<file path="src/hw/rtl/crx_pkg.sv">
// Shared types and constants for the checksummed packet receiver.
// Holds the frame byte codes, the parser phase type and the result/status structs.
// Depends on nothing; the top level, the parser and the result register refer to it by scoped names.
package crx_pkg;

  // Longest payload that the parser accepts, and the widths that follow from it.
  localparam int PAYLOAD_MAX = 32;
  localparam int LEN_W       = $clog2(PAYLOAD_MAX + 1);
  localparam int KEEP_BYTES  = 6;
  localparam int KEEP_IDX_W  = $clog2(KEEP_BYTES);

  // Port widths of the result channel.
  localparam int OUT_DATA_W = 56;
  localparam int OUT_USER_W = 2;

  // Frame byte codes.
  localparam logic [7:0] HDR1_A      = 8'hB5;
  localparam logic [7:0] HDR1_B      = 8'hC5;
  localparam logic [7:0] HDR2_VEL    = 8'h5B;
  localparam logic [7:0] HDR2_MOTOR  = 8'h5C;
  localparam logic [7:0] CMD_VEL     = 8'h01;
  localparam logic [7:0] CMD_MOTOR   = 8'h02;
  localparam logic [7:0] SUM_MODULUS = 8'hFF;
  localparam logic [7:0] TRAIL_A     = 8'hBB;
  localparam logic [7:0] TRAIL_B     = 8'hCC;

  // Parser phases.
  typedef enum logic [2:0] {
    PH_HEAD1,
    PH_HEAD2,
    PH_CMD,
    PH_LEN,
    PH_DATA,
    PH_CHECK,
    PH_TRAIL
  } phase_t;

  // One decoded packet result.
  typedef struct packed {
    logic               packet_type;
    logic               checksum_ok;
    logic signed [15:0] velocity_x;
    logic signed [15:0] velocity_y;
    logic signed [15:0] velocity_w;
    logic [7:0]         motor_value;
  } result_t;

  // Parser status seen by the top level.
  typedef struct packed {
    phase_t           phase;
    logic             emit;
    logic [LEN_W-1:0] bytes_seen;
    logic [LEN_W-1:0] expected_length;
  } status_t;

endpackage

</file>
<file path="src/hw/rtl/checksummed_packet_receiver.sv">
// Top level of the checksummed packet receiver: input register, parser, result register.
// Depends on crx_pkg, crx_in_stage, crx_parser and crx_out_stage.
//
//   Port group | Direction | Payload
//   in_*       | slave     | tdata[7:0] rx_byte
//   out_*      | master    | tdata[55:0] velocities and motor byte, tuser[1:0] type and check
//
// One byte is taken per cycle while in_tready is high. A byte is parsed while it sits in the
// input register, and the result of a check byte is loaded into the result register when that byte moves on.
// in_tready falls only while a check byte waits in the input register and the result
// register still holds a beat that is not taken. Reset is synchronous, active low,
// and returns the parser to hunting for a first header byte.
module checksummed_packet_receiver (
  input  logic                           clk,
  input  logic                           rst_n,
  input  logic                           in_tvalid,
  output logic                           in_tready,
  input  logic [7:0]                     in_tdata,   // [7:0] rx_byte
  output logic                           out_tvalid,
  input  logic                           out_tready,
  // [15:0] velocity_x, [31:16] velocity_y, [47:32] velocity_w, [55:48] motor_value
  output logic [crx_pkg::OUT_DATA_W-1:0] out_tdata,
  // [0] packet_type, [1] checksum_ok
  output logic [crx_pkg::OUT_USER_W-1:0] out_tuser
);

  logic             byte_vld;
  logic [7:0]       byte_val;
  logic             advance;
  logic             out_load;
  crx_pkg::status_t status;
  crx_pkg::result_t result;

  // A byte moves on unless it makes a result that has nowhere to go.
  assign advance  = byte_vld && (!status.emit || !out_tvalid || out_tready);
  assign out_load = advance && status.emit;

  crx_in_stage u_in (
    .clk       (clk),
    .rst_n     (rst_n),
    .in_tvalid (in_tvalid),
    .in_tready (in_tready),
    .in_tdata  (in_tdata),
    .advance   (advance),
    .byte_vld  (byte_vld),
    .byte_val  (byte_val)
  );

  crx_parser u_parser (
    .clk     (clk),
    .rst_n   (rst_n),
    .step    (advance),
    .rx_byte (byte_val),
    .status  (status),
    .result  (result)
  );

  crx_out_stage u_out (
    .clk        (clk),
    .rst_n      (rst_n),
    .load       (out_load),
    .result     (result),
    .out_tvalid (out_tvalid),
    .out_tready (out_tready),
    .out_tdata  (out_tdata),
    .out_tuser  (out_tuser)
  );

  // A parsed check byte leaves the parser waiting for the trailer with a result shown.
  a_check_to_trail: assert property (@(posedge clk) disable iff (!rst_n)
    out_load |=> (status.phase == crx_pkg::PH_TRAIL) && out_tvalid)
    else $error("check byte did not produce a result and trailer wait");

  // The payload count never reaches the length while payload bytes are due.
  a_count_in_range: assert property (@(posedge clk) disable iff (!rst_n)
    (status.phase == crx_pkg::PH_DATA) |-> (status.bytes_seen < status.expected_length))
    else $error("payload count out of range");

  // A byte that is held back stays in the input register unchanged.
  a_held_byte: assert property (@(posedge clk) disable iff (!rst_n)
    (byte_vld && !advance) |=> (byte_vld && $stable(byte_val)))
    else $error("held byte was lost or changed");

endmodule

</file>
<file path="src/hw/rtl/crx_in_stage.sv">
// Input register of the packet receiver: holds one received byte until parsed.
// Does not use crx_pkg; plain byte payload.
module crx_in_stage (
  input  logic       clk,
  input  logic       rst_n,
  input  logic       in_tvalid,
  output logic       in_tready,
  input  logic [7:0] in_tdata,   // [7:0] rx_byte
  input  logic       advance,
  output logic       byte_vld,
  output logic [7:0] byte_val
);

  logic       vld_r;
  logic       vld_nxt;
  logic [7:0] byte_r;

  // The register can take a beat when it is empty or its byte moves on now.
  assign in_tready = !vld_r || advance;
  assign vld_nxt   = in_tready ? in_tvalid : vld_r;

  always_ff @(posedge clk) begin
    if (!rst_n) begin
      vld_r <= 1'b0;
    end else begin
      vld_r <= vld_nxt;
    end
  end

  // Payload register, loaded on every accepted beat.
  always_ff @(posedge clk) begin
    if (in_tvalid && in_tready) begin
      byte_r <= in_tdata;
    end
  end

  assign byte_vld = vld_r;
  assign byte_val = byte_r;

endmodule

</file>
<file path="src/hw/rtl/crx_parser.sv">
// Frame parser: phase machine, running checksum, length count and payload capture.
// Depends on crx_pkg for phase codes, byte codes and the result/status structs.
module crx_parser (
  input  logic             clk,
  input  logic             rst_n,
  input  logic             step,
  input  logic [7:0]       rx_byte,
  output crx_pkg::status_t status,
  output crx_pkg::result_t result
);

  crx_pkg::phase_t phase_r;
  crx_pkg::phase_t phase_nxt;

  logic                      kind_r;
  logic                      kind_nxt;
  logic [crx_pkg::LEN_W-1:0] exp_r;
  logic [crx_pkg::LEN_W-1:0] exp_nxt;
  logic [crx_pkg::LEN_W-1:0] seen_r;
  logic [crx_pkg::LEN_W-1:0] seen_nxt;
  logic [7:0]                sum_r;
  logic [7:0]                sum_nxt;
  logic [7:0]                payload_r   [crx_pkg::KEEP_BYTES];
  logic [7:0]                payload_nxt [crx_pkg::KEEP_BYTES];

  logic                      is_hdr1;
  logic                      is_hdr2;
  logic                      is_cmd;
  logic                      is_trail;
  logic                      too_long;
  logic                      len_zero;
  logic [crx_pkg::LEN_W:0]   seen_inc;
  logic                      data_done;
  logic [7:0]                sum_add;
  logic [7:0]                sum_mod;

  // Byte classification against the frame codes.
  assign is_hdr1  = (rx_byte == crx_pkg::HDR1_A) || (rx_byte == crx_pkg::HDR1_B);
  assign is_hdr2  = (rx_byte == crx_pkg::HDR2_VEL) || (rx_byte == crx_pkg::HDR2_MOTOR);
  assign is_cmd   = (rx_byte == (kind_r ? crx_pkg::CMD_MOTOR : crx_pkg::CMD_VEL));
  assign is_trail = (rx_byte == crx_pkg::TRAIL_A) || (rx_byte == crx_pkg::TRAIL_B);
  assign too_long = {1'b0, rx_byte} > 9'(crx_pkg::PAYLOAD_MAX);
  assign len_zero = (rx_byte == 8'h00);

  assign seen_inc  = {1'b0, seen_r} + 1'b1;
  assign data_done = seen_inc >= {1'b0, exp_r};
  assign sum_add   = sum_r + rx_byte;

  // Next phase.
  always_comb begin
    phase_nxt = phase_r;
    if (step) begin
      unique case (phase_r)
        crx_pkg::PH_HEAD1: begin
          if (is_hdr1) phase_nxt = crx_pkg::PH_HEAD2;
        end
        crx_pkg::PH_HEAD2: begin
          phase_nxt = is_hdr2 ? crx_pkg::PH_CMD : crx_pkg::PH_HEAD1;
        end
        crx_pkg::PH_CMD: begin
          phase_nxt = is_cmd ? crx_pkg::PH_LEN : crx_pkg::PH_HEAD1;
        end
        crx_pkg::PH_LEN: begin
          if (too_long) begin
            phase_nxt = crx_pkg::PH_HEAD1;
          end else if (len_zero) begin
            phase_nxt = crx_pkg::PH_CHECK;
          end else begin
            phase_nxt = crx_pkg::PH_DATA;
          end
        end
        crx_pkg::PH_DATA: begin
          if (data_done) phase_nxt = crx_pkg::PH_CHECK;
        end
        crx_pkg::PH_CHECK: begin
          phase_nxt = crx_pkg::PH_TRAIL;
        end
        crx_pkg::PH_TRAIL: begin
          if (is_trail) phase_nxt = crx_pkg::PH_HEAD1;
        end
        default: begin
          phase_nxt = crx_pkg::PH_HEAD1;
        end
      endcase
    end
  end

  // Datapath updates: checksum, kind, length, count and captured payload.
  always_comb begin
    kind_nxt = kind_r;
    exp_nxt  = exp_r;
    seen_nxt = seen_r;
    sum_nxt  = sum_r;
    for (int i = 0; i < crx_pkg::KEEP_BYTES; i++) begin
      payload_nxt[i] = payload_r[i];
    end
    if (step) begin
      unique case (phase_r)
        crx_pkg::PH_HEAD1: begin
          if (is_hdr1) begin
            sum_nxt = sum_add;
          end else begin
            sum_nxt  = 8'h00;
            seen_nxt = '0;
          end
        end
        crx_pkg::PH_HEAD2: begin
          if (is_hdr2) begin
            kind_nxt = (rx_byte == crx_pkg::HDR2_MOTOR);
            sum_nxt  = sum_add;
          end else begin
            sum_nxt  = 8'h00;
            seen_nxt = '0;
          end
        end
        crx_pkg::PH_CMD: begin
          if (is_cmd) begin
            sum_nxt = sum_add;
          end else begin
            sum_nxt  = 8'h00;
            seen_nxt = '0;
          end
        end
        crx_pkg::PH_LEN: begin
          if (too_long) begin
            sum_nxt  = 8'h00;
            seen_nxt = '0;
          end else begin
            exp_nxt  = rx_byte[crx_pkg::LEN_W-1:0];
            sum_nxt  = sum_add;
            seen_nxt = '0;
          end
        end
        crx_pkg::PH_DATA: begin
          // Only the leading payload bytes are kept.
          if (seen_r < crx_pkg::LEN_W'(crx_pkg::KEEP_BYTES)) begin
            payload_nxt[seen_r[crx_pkg::KEEP_IDX_W-1:0]] = rx_byte;
          end
          sum_nxt  = sum_add;
          seen_nxt = seen_inc[crx_pkg::LEN_W-1:0];
        end
        crx_pkg::PH_CHECK: begin
          sum_nxt  = 8'h00;
          seen_nxt = '0;
        end
        crx_pkg::PH_TRAIL: begin
          if (is_trail) begin
            sum_nxt  = 8'h00;
            seen_nxt = '0;
          end
        end
        default: begin
          sum_nxt  = 8'h00;
          seen_nxt = '0;
        end
      endcase
    end
  end

  always_ff @(posedge clk) begin
    if (!rst_n) begin
      phase_r <= crx_pkg::PH_HEAD1;
      kind_r  <= 1'b0;
      exp_r   <= '0;
      seen_r  <= '0;
      sum_r   <= 8'h00;
      for (int i = 0; i < crx_pkg::KEEP_BYTES; i++) begin
        payload_r[i] <= 8'h00;
      end
    end else begin
      phase_r <= phase_nxt;
      kind_r  <= kind_nxt;
      exp_r   <= exp_nxt;
      seen_r  <= seen_nxt;
      sum_r   <= sum_nxt;
      for (int i = 0; i < crx_pkg::KEEP_BYTES; i++) begin
        payload_r[i] <= payload_nxt[i];
      end
    end
  end

  // The 8-bit sum reduced modulo 255: only the all-ones value folds to zero.
  assign sum_mod = (sum_r == crx_pkg::SUM_MODULUS) ? 8'h00 : sum_r;

  // Result of the check byte currently presented.
  always_comb begin
    result.packet_type = kind_r;
    result.checksum_ok = (rx_byte == sum_mod);
    result.velocity_x  = {payload_r[0], payload_r[1]};
    result.velocity_y  = {payload_r[2], payload_r[3]};
    result.velocity_w  = {payload_r[4], payload_r[5]};
    result.motor_value = payload_r[0];
  end

  always_comb begin
    status.phase           = phase_r;
    status.emit            = (phase_r == crx_pkg::PH_CHECK);
    status.bytes_seen      = seen_r;
    status.expected_length = exp_r;
  end

endmodule

</file>
<file path="src/hw/rtl/crx_out_stage.sv">
// Result register of the packet receiver, driving the master-side stream.
// Depends on crx_pkg for the result struct and port widths.
module crx_out_stage (
  input  logic                           clk,
  input  logic                           rst_n,
  input  logic                           load,
  input  crx_pkg::result_t               result,
  output logic                           out_tvalid,
  input  logic                           out_tready,
  // [15:0] velocity_x, [31:16] velocity_y, [47:32] velocity_w, [55:48] motor_value
  output logic [crx_pkg::OUT_DATA_W-1:0] out_tdata,
  // [0] packet_type, [1] checksum_ok
  output logic [crx_pkg::OUT_USER_W-1:0] out_tuser
);

  logic             vld_r;
  logic             vld_nxt;
  crx_pkg::result_t res_r;

  // A new result replaces a taken one; otherwise a taken beat clears and one not taken holds.
  assign vld_nxt = load ? 1'b1 : (out_tready ? 1'b0 : vld_r);

  always_ff @(posedge clk) begin
    if (!rst_n) begin
      vld_r <= 1'b0;
    end else begin
      vld_r <= vld_nxt;
    end
  end

  always_ff @(posedge clk) begin
    if (load) begin
      res_r <= result;
    end
  end

  assign out_tvalid = vld_r;
  assign out_tdata  = {res_r.motor_value, res_r.velocity_w, res_r.velocity_y,
                       res_r.velocity_x};
  assign out_tuser  = {res_r.checksum_ok, res_r.packet_type};

endmodule
</file>
<file path="config.mk">
export PLATFORM = sky130hd
export DESIGN_NAME = checksummed_packet_receiver
export DESIGN_NICKNAME = d
export VERILOG_FILES = /design/src/hw/rtl/crx_pkg.sv /design/src/hw/rtl/checksummed_packet_receiver.sv /design/src/hw/rtl/crx_in_stage.sv /design/src/hw/rtl/crx_parser.sv /design/src/hw/rtl/crx_out_stage.sv
export SDC_FILE = /design/constraint.sdc
export NUM_CORES = 1
export LEC_CHECK = 0
export CELL_PAD_IN_SITES_DETAIL_PLACEMENT = 1
export CELL_PAD_IN_SITES_GLOBAL_PLACEMENT = 2
export CORE_UTILIZATION = 35
export DETAILED_ROUTE_END_ITERATION = 10
export DONT_BUFFER_PORTS = 1
export PLACE_DENSITY_LB_ADDON = 0.3
export SLEW_MARGIN = 20
export SYNTH_ARGS = -nofsm -noshare
export SYNTH_HDL_FRONTEND = slang
export SYNTH_SLANG_ARGS = --single-unit
</file>
<file path="constraint.sdc">
create_clock -name clk -period 8.4 [get_ports clk]
set_input_delay 0.84 -clock clk [delete_from_list [all_inputs] [get_ports clk]]
set_output_delay 0.84 -clock clk [all_outputs]
set_load 0.005 [all_outputs]
</file>
---- Yosys cells after proc, flatten, opt, wreduce, memory -nomap -nowiden ----
Memory sizes are Yosys's and may differ from the RTL's.
Cells that the tools add are included.
word-level totals
  flip-flop bits (word level) ............. 92
  bits in writable memories ............... 48
  input port bits ......................... 12
  output and inout port bits .............. 60
  logic and storage cells ................. 109
  memories kept ........................... 1
operators by class
  add/subtract/negate cells ............... 2
  magnitude comparators ................... 5
  equal/unequal tests ..................... 21
  muxes and demuxes ....................... 37
  bitwise operators ....................... 8
  reduce and logical (&&, ||, !) cells .... 21
memory list
  name                depth  bits a word  rd ports  clocked after memory_dff  write ports  RTL line          source
  u_parser.payload_r  6      8            6         0                         6            crx_parser.sv:23  logic [7:0] payload_r [crx_pkg::KEEP_BYTES];
operators with widths
  cell                                                                             number
  48-bit two-way mux                                                               3
  8-bit two-way mux                                                                13
  48-bit bitwise mux                                                               1
  8-bit case mux with 6 select lines                                               1
  8-bit == test, second input constant                                             5
  6-bit case mux with 5 select lines                                               1
  8-bit demux with 3-bit select                                                    1
  6-bit two-way mux                                                                4
  3-bit case mux with 7 select lines                                               1
  8-bit by 7-bit == test with 1-bit output, second input constant                  2
  8-bit == test                                                                    2
  3-bit two-way mux                                                                4
  3-bit == test, second input constant                                             3
  8-bit adder                                                                      1
  8-bit by 6-bit greater-than comparator with 1-bit output, second input constant  1
  8-bit logical NOT                                                                1
  6-bit by 1-bit adder with 7-bit output, second input constant                    1
  7-bit by 6-bit greater-or-equal comparator with 1-bit output                     1
  3-bit by 2-bit == test with 1-bit output, second input constant                  2
  1-bit logical OR                                                                 6
  6-bit by 3-bit less-than comparator with 1-bit output, second input constant     1
  2-bit two-way mux                                                                3
  2-bit by 1-bit inequality test with 1-bit output, second input constant          3
  2-bit inequality test, second input constant                                     3
  15 further kinds                                                                 30

---- Longest topological paths before layout ----
Gate-level depths: netlist of run 1.
  depth in word-level cells ............... 10
  gate-level depth with buffers ........... 11
  depth with buffers taken out ............ 10

---- By module ----
Synthesis of run 1 repeated with hierarchy kept, for this count alone.
second synthesis, totals
  cell total of the unflattened synthesis .. 489
  area, all modules ....................... 5843.1 um^2
by module, submodules not included
  module                       instances  cells each  area each (um^2)
  crx_parser                   1          411         3729.8
  crx_out_stage                1          61          1783.0
  crx_in_stage                 1          13          297.8
  checksummed_packet_receiver  1          4           32.5

---- Worst setup path after synthesis of run 1 ----
OpenSTA, ideal clock, no wires.
  path kind ............................... input port to flip-flop
  start ................................... input port out_tready
  end ..................................... register u_out.out_tdata[0] (netlist name)
  data arrival time ....................... 3.331 ns
  slack ................................... 4.611 ns
  stages .................................. 3
  path buffers ............................ 0
  cells stage by stage .................... nand2b_1 o21ai_0 nor2_1
between the ends
  cells in the longest elaborated chain, start to end .. 3
RTL lines
  what                RTL line                           source
  start: declaration  checksummed_packet_receiver.sv:20  input logic out_tready,
  1-bit logical OR    checksummed_packet_receiver.sv:35  assign advance = byte_vld && (!status.emit || !out_tvalid || out_tready);
  1-bit logical AND   checksummed_packet_receiver.sv:35
  1-bit logical AND   checksummed_packet_receiver.sv:36  assign out_load = advance && status.emit;
  net out_load        checksummed_packet_receiver.sv:30  logic out_load;
The timed path passes the listed nets, and every way through them passes these cells.
A chain may end at the register's enable or synchronous reset.

==> impl_metrics.json, run 1 <==
{
  "min_path_cells": 0,
  "cts_tree": "built",
  "setup_violations": 0,
  "worstPathRequired_ns": 8.67,
  "drc_errors": 0,
  "synth-edff-count": 58,
  "hold_viol_final": 0,
  "grt_usage_pct": 16.3,
  "fin_crit_sh_pct": 34.3,
  "n_antenna_cell": 0,
  "netlist.area_leader.share_pct": 31.5,
  "syn-cell-area_um2": 5540,
  "cts_hold_buf": 0,
  "p_per_area_nw_per_um2": 228,
  "worstHoldPathType": "reg2reg",
  "cts.clk_slew.worst_paths_ns": 0.06,
  "reg2reg_depth": 6,
  "core_um2": 15300,
  "relSlewSlack_pct": 31.7,
  "place.gp.congestion": 0.781,
  "tns_ns": 0,
  "grt_max_degree": 72,
  "slew_violations": 0,
  "synth_area_leader_cell": "edfxtp_1",
  "h-tree-depth": 4,
  "insertion_delay_ns": 0.42,
  "arrival_ns": 3.15,
  "yosysSeqAreaShare_pct": 58.2,
  "total_power_uw": 1420,
  "nNetsFinal": 499,
  "cts_sinks": 132,
  "die_h_um": 128,
  "fmax_mhz": 347,
  "synth-seq-cells": 132,
  "cts_resized": 0,
  "antenna_found_initial": 0,
  "clockBufferDepth": 2,
  "reg2reg_slack_ns": 5.52,
  "worst_pin_slew_ns": 1.01,
  "drt_iter0_drc": 144,
  "dp_hpwl_um": 8070,
  "status": "completed",
  "yosys-top-cells-count": "nor2_1 (76), dfxtp_1 (74), edfxtp_1 (58)",
  "boundaryPins": 72,
  "grt_pass1_vias": 3567,
  "post-route-min-period_ns": 2.88,
  "syn_nets": 510,
  "tritoncts.num_buffers": 17,
  "worstSetupStartpointType": "flip-flop",
  "synth_ff_type": "dfxtp_1",
  "ys_types": 58,
  "synth_most_common_cell": "nor2_1",
  "power.leakage_uw": 0.00220,
  "cts_root_buf": "clkbuf_16",
  "drive_gt1_share_pct": 9.48,
  "wirelength_um": 12400,
  "ys_async_sr_fraction_pct": 0,
  "cap_viol_max_count": 0,
  "max-vdd-ir-drop_v": 0.000135,
  "crit_fanout": 13,
  "critPathKind": "reg2reg",
  "die_w_um": 128,
  "portBuffers": 0,
  "yosysWarnings": 0,
  "endpoint_kind": "flip-flop",
  "vias": 3487,
  "grt.overflow.total": 0,
  "fin_skew_ns": 0.0106,
  "synth.area.top_cells": "edfxtp_1 (31%), dfxtp_1 (27%), mux2i_1 (9.8%)",
  "avgSynthCellArea_um2": 11.5,
  "rsz0062_at_grt": "no",
  "drt-vias-per-instance": 5.01,
  "ant_nets": 0,
  "rows": 45,
  "dieArea_um2": 16300,
  "synthCells": 483,
  "areaGrowthSynthToFinish_pct": 12.2,
  "start_util_pct": 36.1,
  "grt_pass1_wl_um": 19700,
  "dpl_cell_area_um2": 5650,
  "firstDrtPassIters": 4,
  "final_area_um2": 6210,
  "post_cts_buffers": 0,
  "routedWlPerCell_um": 17.8
}
flip-flops by register name (all words and copies together), names as in the netlist:
register	count
u_out.out_tdata	48
u_in.byte_val	8
u_parser.payload_r	48
u_parser.sum_r	8
u_parser.kind_r	1
u_in.byte_vld	1
u_parser.phase_r	3
u_out.out_tvalid	1
u_parser.exp_r	6
u_parser.seen_r	6
u_out.out_tuser	2
path summary, 6_finish.rpt:
path	start	endpoint
worst min register to register	u_parser.payload_r[0][7]	u_out.out_tdata[15]
worst max register to register	u_parser.phase_r[0]	u_parser.payload_r[0][28]
worst min-delay path	u_parser.payload_r[0][7]	u_out.out_tdata[15]
worst max-delay path	u_parser.phase_r[0]	u_parser.payload_r[0][28]
cell type report:
| cell class | instances | area (um2) |
|---|---|---|
| Tap cell | 211 | 264 |
| Fill cell | 1686 | 9100 |
| Inverter | 19 | 71.3 |
| Multi-Input combinational cell | 299 | 2070 |
| Sequential cell | 132 | 3220 |
| Clock buffer | 18 | 429 |
| Timing Repair Buffer | 3 | 22.5 |
| Clock inverter | 14 | 128 |
metal layers:
| layer | track usage (%) | vias up | wire length [um] | part of all wire, % |
|---|---|---|---|---|
| li1 | - | 1689 | - | - |
| met1 | 20.4 | 1706 | 5920 | 48 |
| met2 | 26.3 | 74 | 5910 | 48 |
| met3 | 3.84 | 18 | 335 | 2.7 |
| met4 | 8.17 | 0 | 228 | 1.8 |
| met5 | 0 | - | 0 | 0 |
where the power goes:
part,internal [uW],total (uW),switching (uW)
logic,11.4,32.0,20.6
registers,669,686,16.4
clock network,410,701,291
metrics by stage:
step	setup WS (ns)	util (%)	instances	hold WS [ns]
final	5.52	40.5	696	0.430
after global routing	5.32	40.5	696	0.445
after CTS	5.49	40.5	696	0.435
after detailed placement	5.36	36.9	664	0.418
after global placement	5.46	36.9	664	0.422
after floorplan	4.61	-	483	0.408
cell families (layout without fill, tap and decap cells):
group | Yosys count | after routing | share of synthesized area (%)
muxes | 54 | 54 | 9.76
adders and majority gates | 15 | 15 | 3.53
buffers and inverters | 52 | 54 | 4.48
and+or+nand+nor | 153 | 153 | 13.7
AOI/OAI and AO/OA | 64 | 64 | 8.25
xor gates and xnor gates | 13 | 13 | 2.06
DFF | 132 | 132 | 58.2
critical path, cell delays in order, from the launching register on:
cell and delay (ns):
dfxtp_1 0.59, nand3b_1 0.25, o21ai_0 0.86, nor3_1 0.19, nand3b_1 0.50, mux2i_1 0.27
nor2_1 0.07
cells in the final DEF (no fill, tap or decap), types with 6 or more instances in the layout:
master / synthesis / final
xnor2_1: 11 / 11
mux2i_1: 54 / 54
dfxtp_1: 74 / 74
nand3b_1: 6 / 6
inv_1: 18 / 18
nor2_1: 76 / 75
nand3_1: 8 / 8
a22oi_1: 7 / 7
edfxtp_1: 58 / 58
nand2_1: 20 / 20
ha_1: 14 / 14
o21ai_0: 15 / 15
clkbuf_16: 0 / 17
a21oi_1: 14 / 14
Note: power is estimated with default switching activity, not from simulation.
==> run 2, diff against run 1 <==
==> constraint.sdc (replaced) <==
create_clock -name clk -period 2.3 [get_ports clk]
set_input_delay 0.23 -clock clk [delete_from_list [all_inputs] [get_ports clk]]
set_output_delay 0.23 -clock clk [all_outputs]
set_load 0.005 [all_outputs]
==> impl_metrics.json, run 2 (synthesis results as in run 1) <==
{
  "status": "completed",
  "holdWs_ns": 0.0514,
  "ant_nets": 0,
  "cap_viol_max_count": 0,
  "crit_fanout": 3,
  "antenna_found_initial": 0,
  "crit_slowest_cell": "or4b_4",
  "relSlewSlack_pct": 53.0,
  "cp_cell_sequence": "or4b_4 -> a2111oi_4 -> a21oi_2 -> buf_4 -> a31oi_4 -> a21oi_2 -> a311oi_2",
  "slowest_delay_ns": 0.56,
  "portBuffers": 0,
  "p_per_area_nw_per_um2": 749,
  "power.leakage_uw": 0.00257,
  "grt_pass1_wl_um": 21400,
  "vias": 3774,
  "core_um2": 15300,
  "switching_share_pct": 22.4,
  "endpoint_kind": "flip-flop",
  "setup_violations": 0,
  "n_antenna_cell": 0,
  "dp_cells": 713,
  "start_util_pct": 36.1,
  "final_util_pct": 45.3,
  "fmax_mhz": 447,
  "drt-vias-per-instance": 4.92,
  "grt_pass1_vias": 4009,
  "grt_usage_pct": 17.7,
  "post-route-min-period_ns": 2.24,
  "dp_hpwl_um": 9100,
  "die_h_um": 128,
  "drc_errors": 0,
  "fin_skew_ns": 0.00825,
  "fin_crit_sh_pct": 97.3,
  "tritoncts.num_buffers": 17,
  "place.gp.congestion": 0.795,
  "cts_root_buf": "clkbuf_16",
  "max-vdd-ir-drop_v": 0.000571,
  "worstSetupStartpointType": "flip-flop",
  "final_common_cell": "nor2_1",
  "worstPathRequired_ns": 2.64,
  "pwr-share-clk_pct": 47.6,
  "min_path_cells": 2,
  "dieArea_um2": 16300,
  "arrival_ns": 2.58,
  "layout_common_cells": "nor2_1 (75), dfxtp_1 (72), edfxtp_1 (58), buf_4 (57), mux2i_1 (54)",
  "critPathKind": "reg2reg",
  "cpMostUsedCell": "a21oi_2",
  "power.share.sequential_pct": 47.4,
  "worst_pin_slew_ns": 0.700,
  "hold_viol_final": 0,
  "slew_violations": 0,
  "rows": 45,
  "grt_max_degree": 51,
  "cell_internal_pwr_uw": 4030,
  "h-tree-depth": 4,
  "routedWlPerCell_um": 17.3,
  "wirelength_um": 13300,
  "firstDrtPassIters": 4,
  "layoutNonFillerInstCount": 767,
  "rsz0062_at_grt": "yes",
  "boundaryPins": 72,
  "cts_tree": "built",
  "drive_gt1_share_pct": 21.9,
  "clockBufferDepth": 2,
  "nNetsFinal": 572,
  "grt.overflow.total": 0,
  "areaGrowthSynthToFinish_pct": 25.3,
  "reg2reg_depth": 7,
  "insertion_delay_ns": 0.43,
  "cts.clk_slew.worst_paths_ns": 0.06,
  "worstHoldPathType": "in2reg",
  "drt_iter0_drc": 118,
  "cts_sinks": 132,
  "die_w_um": 128,
  "p_switching_uw": 1160,
  "pwr-share-comb_pct": 5.0
}
[run 2: cell count changes in the layout (fill, tap and decap cells not counted), sizes merged]
cell         delta
inv             -2
clkinvlp        +1
buf            +63
dlygate4sd3    +10
clkinv          -1
[run 2: through the flow]
step	worst slack, ns	cell area, um2	power (uW)	setup TNS, ns
after floorplan	0.164	5540	2620	0
final	0.0616	6940	5200	0
after global routing	-0.0608	6940	5370	-0.410
after global placement	-0.0214	6100	2720	-0.0407
after detailed placement	-0.0678	6100	2730	-0.133
after CTS	0.0155	6740	5230	0
[run 2: worst max-delay path: cells and delay by family, from the launching register on]
kind / cells / cell delay (ns)
AO/OA/AOI/OAI: 5 / 0.98
AND/OR/NAND/NOR: 1 / 0.56
flip-flops: 1 / 0.44
buffers and inverters: 1 / 0.17
[run 2: power by group through the flow]
stage / sequential [uW] / clock [uW] / combinational [uW]
2_1_floorplan: 2510 / 0 / 114
3_3_place_gp: 2510 / 0 / 212
3_5_place_dp: 2510 / 0 / 215
4_1_cts: 2460 / 2540 / 231
5_1_grt: 2460 / 2630 / 280
6_report: 2460 / 2470 / 259
[run 2: final cells by class]
| type | count | area, um2 |
|---|---|---|
| clock buffers | 18 | 429 |
| clock inverters | 12 | 110 |
| multi-input cells | 299 | 2160 |
| inverters | 19 | 71.3 |
| repair buffers | 76 | 682 |
| fillers | 1664 | 8380 |
| well taps | 211 | 264 |
| flip-flops and latches | 132 | 3230 |
[run 2: worst paths after layout]
path                              from                  end  slack (ns)
min                              rst_n    u_parser.sum_r[6]        0.05
min reg2reg  u_parser.payload_r[0][36]  u_out.out_tdata[44]        0.43
max                   u_in.byte_val[7]    u_parser.sum_r[7]        0.06
max reg2reg           u_in.byte_val[7]    u_parser.sum_r[7]        0.06
[run 2: timing repair]
| item | 4_1_cts | 5_1_grt |
|---|---|---|
| endpoints found under the hold margin | 15 | 0 |
| hold buffers | 10 | 0 |
| cloned | 0 | 0 |
| gates resized for setup | 1 | 26 |
| buffers inserted | 0 | 14 |
| pin swaps | 0 | 13 |
| endpoints found under the setup margin | 2 | 18 |
[run 2: per-layer routing]
| metal | track usage, % | wire [um] | part of all wire, % | up-vias |
|---|---|---|---|---|
| met4 | 7.34 | 218 | 1.6 | 0 |
| met3 | 4.63 | 401 | 3.0 | 17 |
| met1 | 21.4 | 6090 | 46 | 1830 |
| met5 | 0 | 0 | 0 | - |
| met2 | 29.8 | 6560 | 49 | 83 |
| li1 | - | - | - | 1844 |
==> run 3, diff against run 2 <==
--- a/config.mk
+++ b/config.mk
@@ -10,7 +10,9 @@
 export CORE_UTILIZATION = 35
 export DETAILED_ROUTE_END_ITERATION = 10
 export DONT_BUFFER_PORTS = 1
+export GPL_TIMING_DRIVEN = 1
 export PLACE_DENSITY_LB_ADDON = 0.3
+export RECOVER_POWER = 100
 export SLEW_MARGIN = 20
 export SYNTH_ARGS = -nofsm -noshare
 export SYNTH_HDL_FRONTEND = slang
==> impl_metrics.json, run 3 (synthesis results as in run 1) <==
{
  "status": "completed",
  "place.gp.congestion": 0.795,
  "p_per_area_nw_per_um2": 754,
  "core_um2": 15300,
  "grt_usage_pct": 17.7,
  "areaGrowthSynthToFinish_pct": 24.5,
  "ant_nets": 0,
  "layout_common_cells": "nor2_1 (75), dfxtp_1 (72), edfxtp_1 (58), mux2i_1 (54), buf_4 (54)",
  "post-route-min-period_ns": 2.24,
  "nNetsFinal": 572,
  "critPathKind": "reg2reg",
  "timing.final.ws_setup_ns": 0.0609,
  "worstPathRequired_ns": 2.64,
  "grt_pass1_vias": 4009,
  "slew_violations": 0,
  "hold_viol_final": 0,
  "n_antenna_cell": 0,
  "cts.clk_slew.worst_paths_ns": 0.06,
  "vias": 3777,
  "setup_violations": 0,
  "final_area_um2": 6890,
  "max-vdd-ir-drop_v": 0.000569,
  "grt_max_degree": 51,
  "final_common_cell": "nor2_1",
  "endpoint_kind": "flip-flop",
  "regArea_um2": 3230,
  "fmax_mhz": 447,
  "arrival_ns": 2.58,
  "drive_gt1_share_pct": 21.8,
  "grt.overflow.total": 0,
  "cts_root_buf": "clkbuf_16",
  "worstHoldPathType": "in2reg",
  "layoutNonFillerInstCount": 767,
  "h-tree-depth": 4,
  "dpl_cell_area_um2": 6100,
  "firstDrtPassIters": 4,
  "crit_fanout": 3,
  "drc_errors": 0,
  "multi_input_area_um2": 2160,
  "rows": 45,
  "clockBufferDepth": 2,
  "worst_pin_slew_ns": 0.701,
  "dieArea_um2": 16300,
  "pre_cts_ws_ns": -0.0678,
  "drt_iter0_drc": 122,
  "cap_viol_max_count": 0,
  "tritoncts.num_buffers": 17,
  "cts_tree": "built",
  "power.leakage_uw": 0.00255,
  "fill_cells": 1670,
  "boundaryPins": 72,
  "relSlewSlack_pct": 53.0,
  "worstSetupStartpointType": "flip-flop",
  "rsz0062_at_grt": "yes",
  "grt_pass1_wl_um": 21400,
  "cts_sinks": 132,
  "portBuffers": 0,
  "antenna_found_initial": 0,
  "dp_hpwl_um": 9100,
  "tns_ns": 0,
  "die_w_um": 128,
  "fin_skew_ns": 0.00856,
  "routedWlPerCell_um": 17.3,
  "insertion_delay_ns": 0.43,
  "start_util_pct": 36.1,
  "fin_crit_sh_pct": 97.4,
  "wirelength_um": 13300,
  "dp_cells": 713,
  "die_h_um": 128,
  "drt-vias-per-instance": 4.92
}
run 3: cell types whose count changed in the layout (fill, tap and decap cells not counted):
cell	change
buf_2	+2
and2_0	+1
buf_12	-3
clkbuf_4	+2
and2_1	-1
clkbuf_2	+1
buf_4	-3
clkbuf_1	+1
run 3: where the power goes:
| part | switching, uW | internal (uW) |
|---|---|---|
| sequential | 16.2 | 2450 |
| combinational | 143 | 115 |
| clock | 1000 | 1470 |
| total | 1160 | 4030 |
run 3: final cells by class:
type / count / share of cell area, %
clock buffers: 18 / 6.23
clock inverters: 12 / 1.60
inverters: 19 / 1.04
multi-input cells: 299 / 31.3
flip-flops and latches: 132 / 46.8
well taps: 211 / 3.83
repair buffers: 76 / 9.19
run 3: worst max-delay path, cell delays in order (launching register included):
cell	delay (ns)
edfxtp_1	0.44
or4b_4	0.56
a2111oi_4	0.37
a21oi_2	0.09
buf_4	0.17
a31oi_4	0.21
a21oi_2	0.08
a311oi_2	0.23
run 3: timing repair:
item | CTS | global route
hold endpoints to repair | 15 | 0
pin swaps | 0 | 13
setup endpoints to repair | 2 | 18
hold buffers | 10 | 0
resized for setup | 1 | 26
buffers inserted | 0 | 14
run 3: routing by layer:
| metal | up-vias | GRT usage [%] | wire, um |
|---|---|---|---|
| met2 | 85 | 29.8 | 6560 |
| met3 | 20 | 4.63 | 397 |
| met4 | 0 | 7.34 | 230 |
| li1 | 1845 | - | - |
| met1 | 1827 | 21.4 | 6090 |
| met5 | - | 0 | 0 |
run 3: path summary, 6_finish.rpt:
check,startpoint,end,cells after the start,slack [ns]
worst max-delay path,u_in.byte_val[7],u_parser.sum_r[7],7,0.06
worst min-delay path,rst_n,u_parser.sum_r[6],2,0.05
worst max register to register,u_in.byte_val[7],u_parser.sum_r[7],7,0.06
worst min register to register,u_parser.payload_r[0][36],u_out.out_tdata[44],0,0.43
run 3: stage by stage:
stage          util [%]  hold slack (ns)  total power, uW
2_1_floorplan         -            0.329             2620
3_3_place_gp       39.8            0.329             2720
3_5_place_dp       39.8            0.329             2730
4_1_cts            44.0           0.0345             5230
5_1_grt            45.0           0.0692             5370
6_report           45.0           0.0516             5190
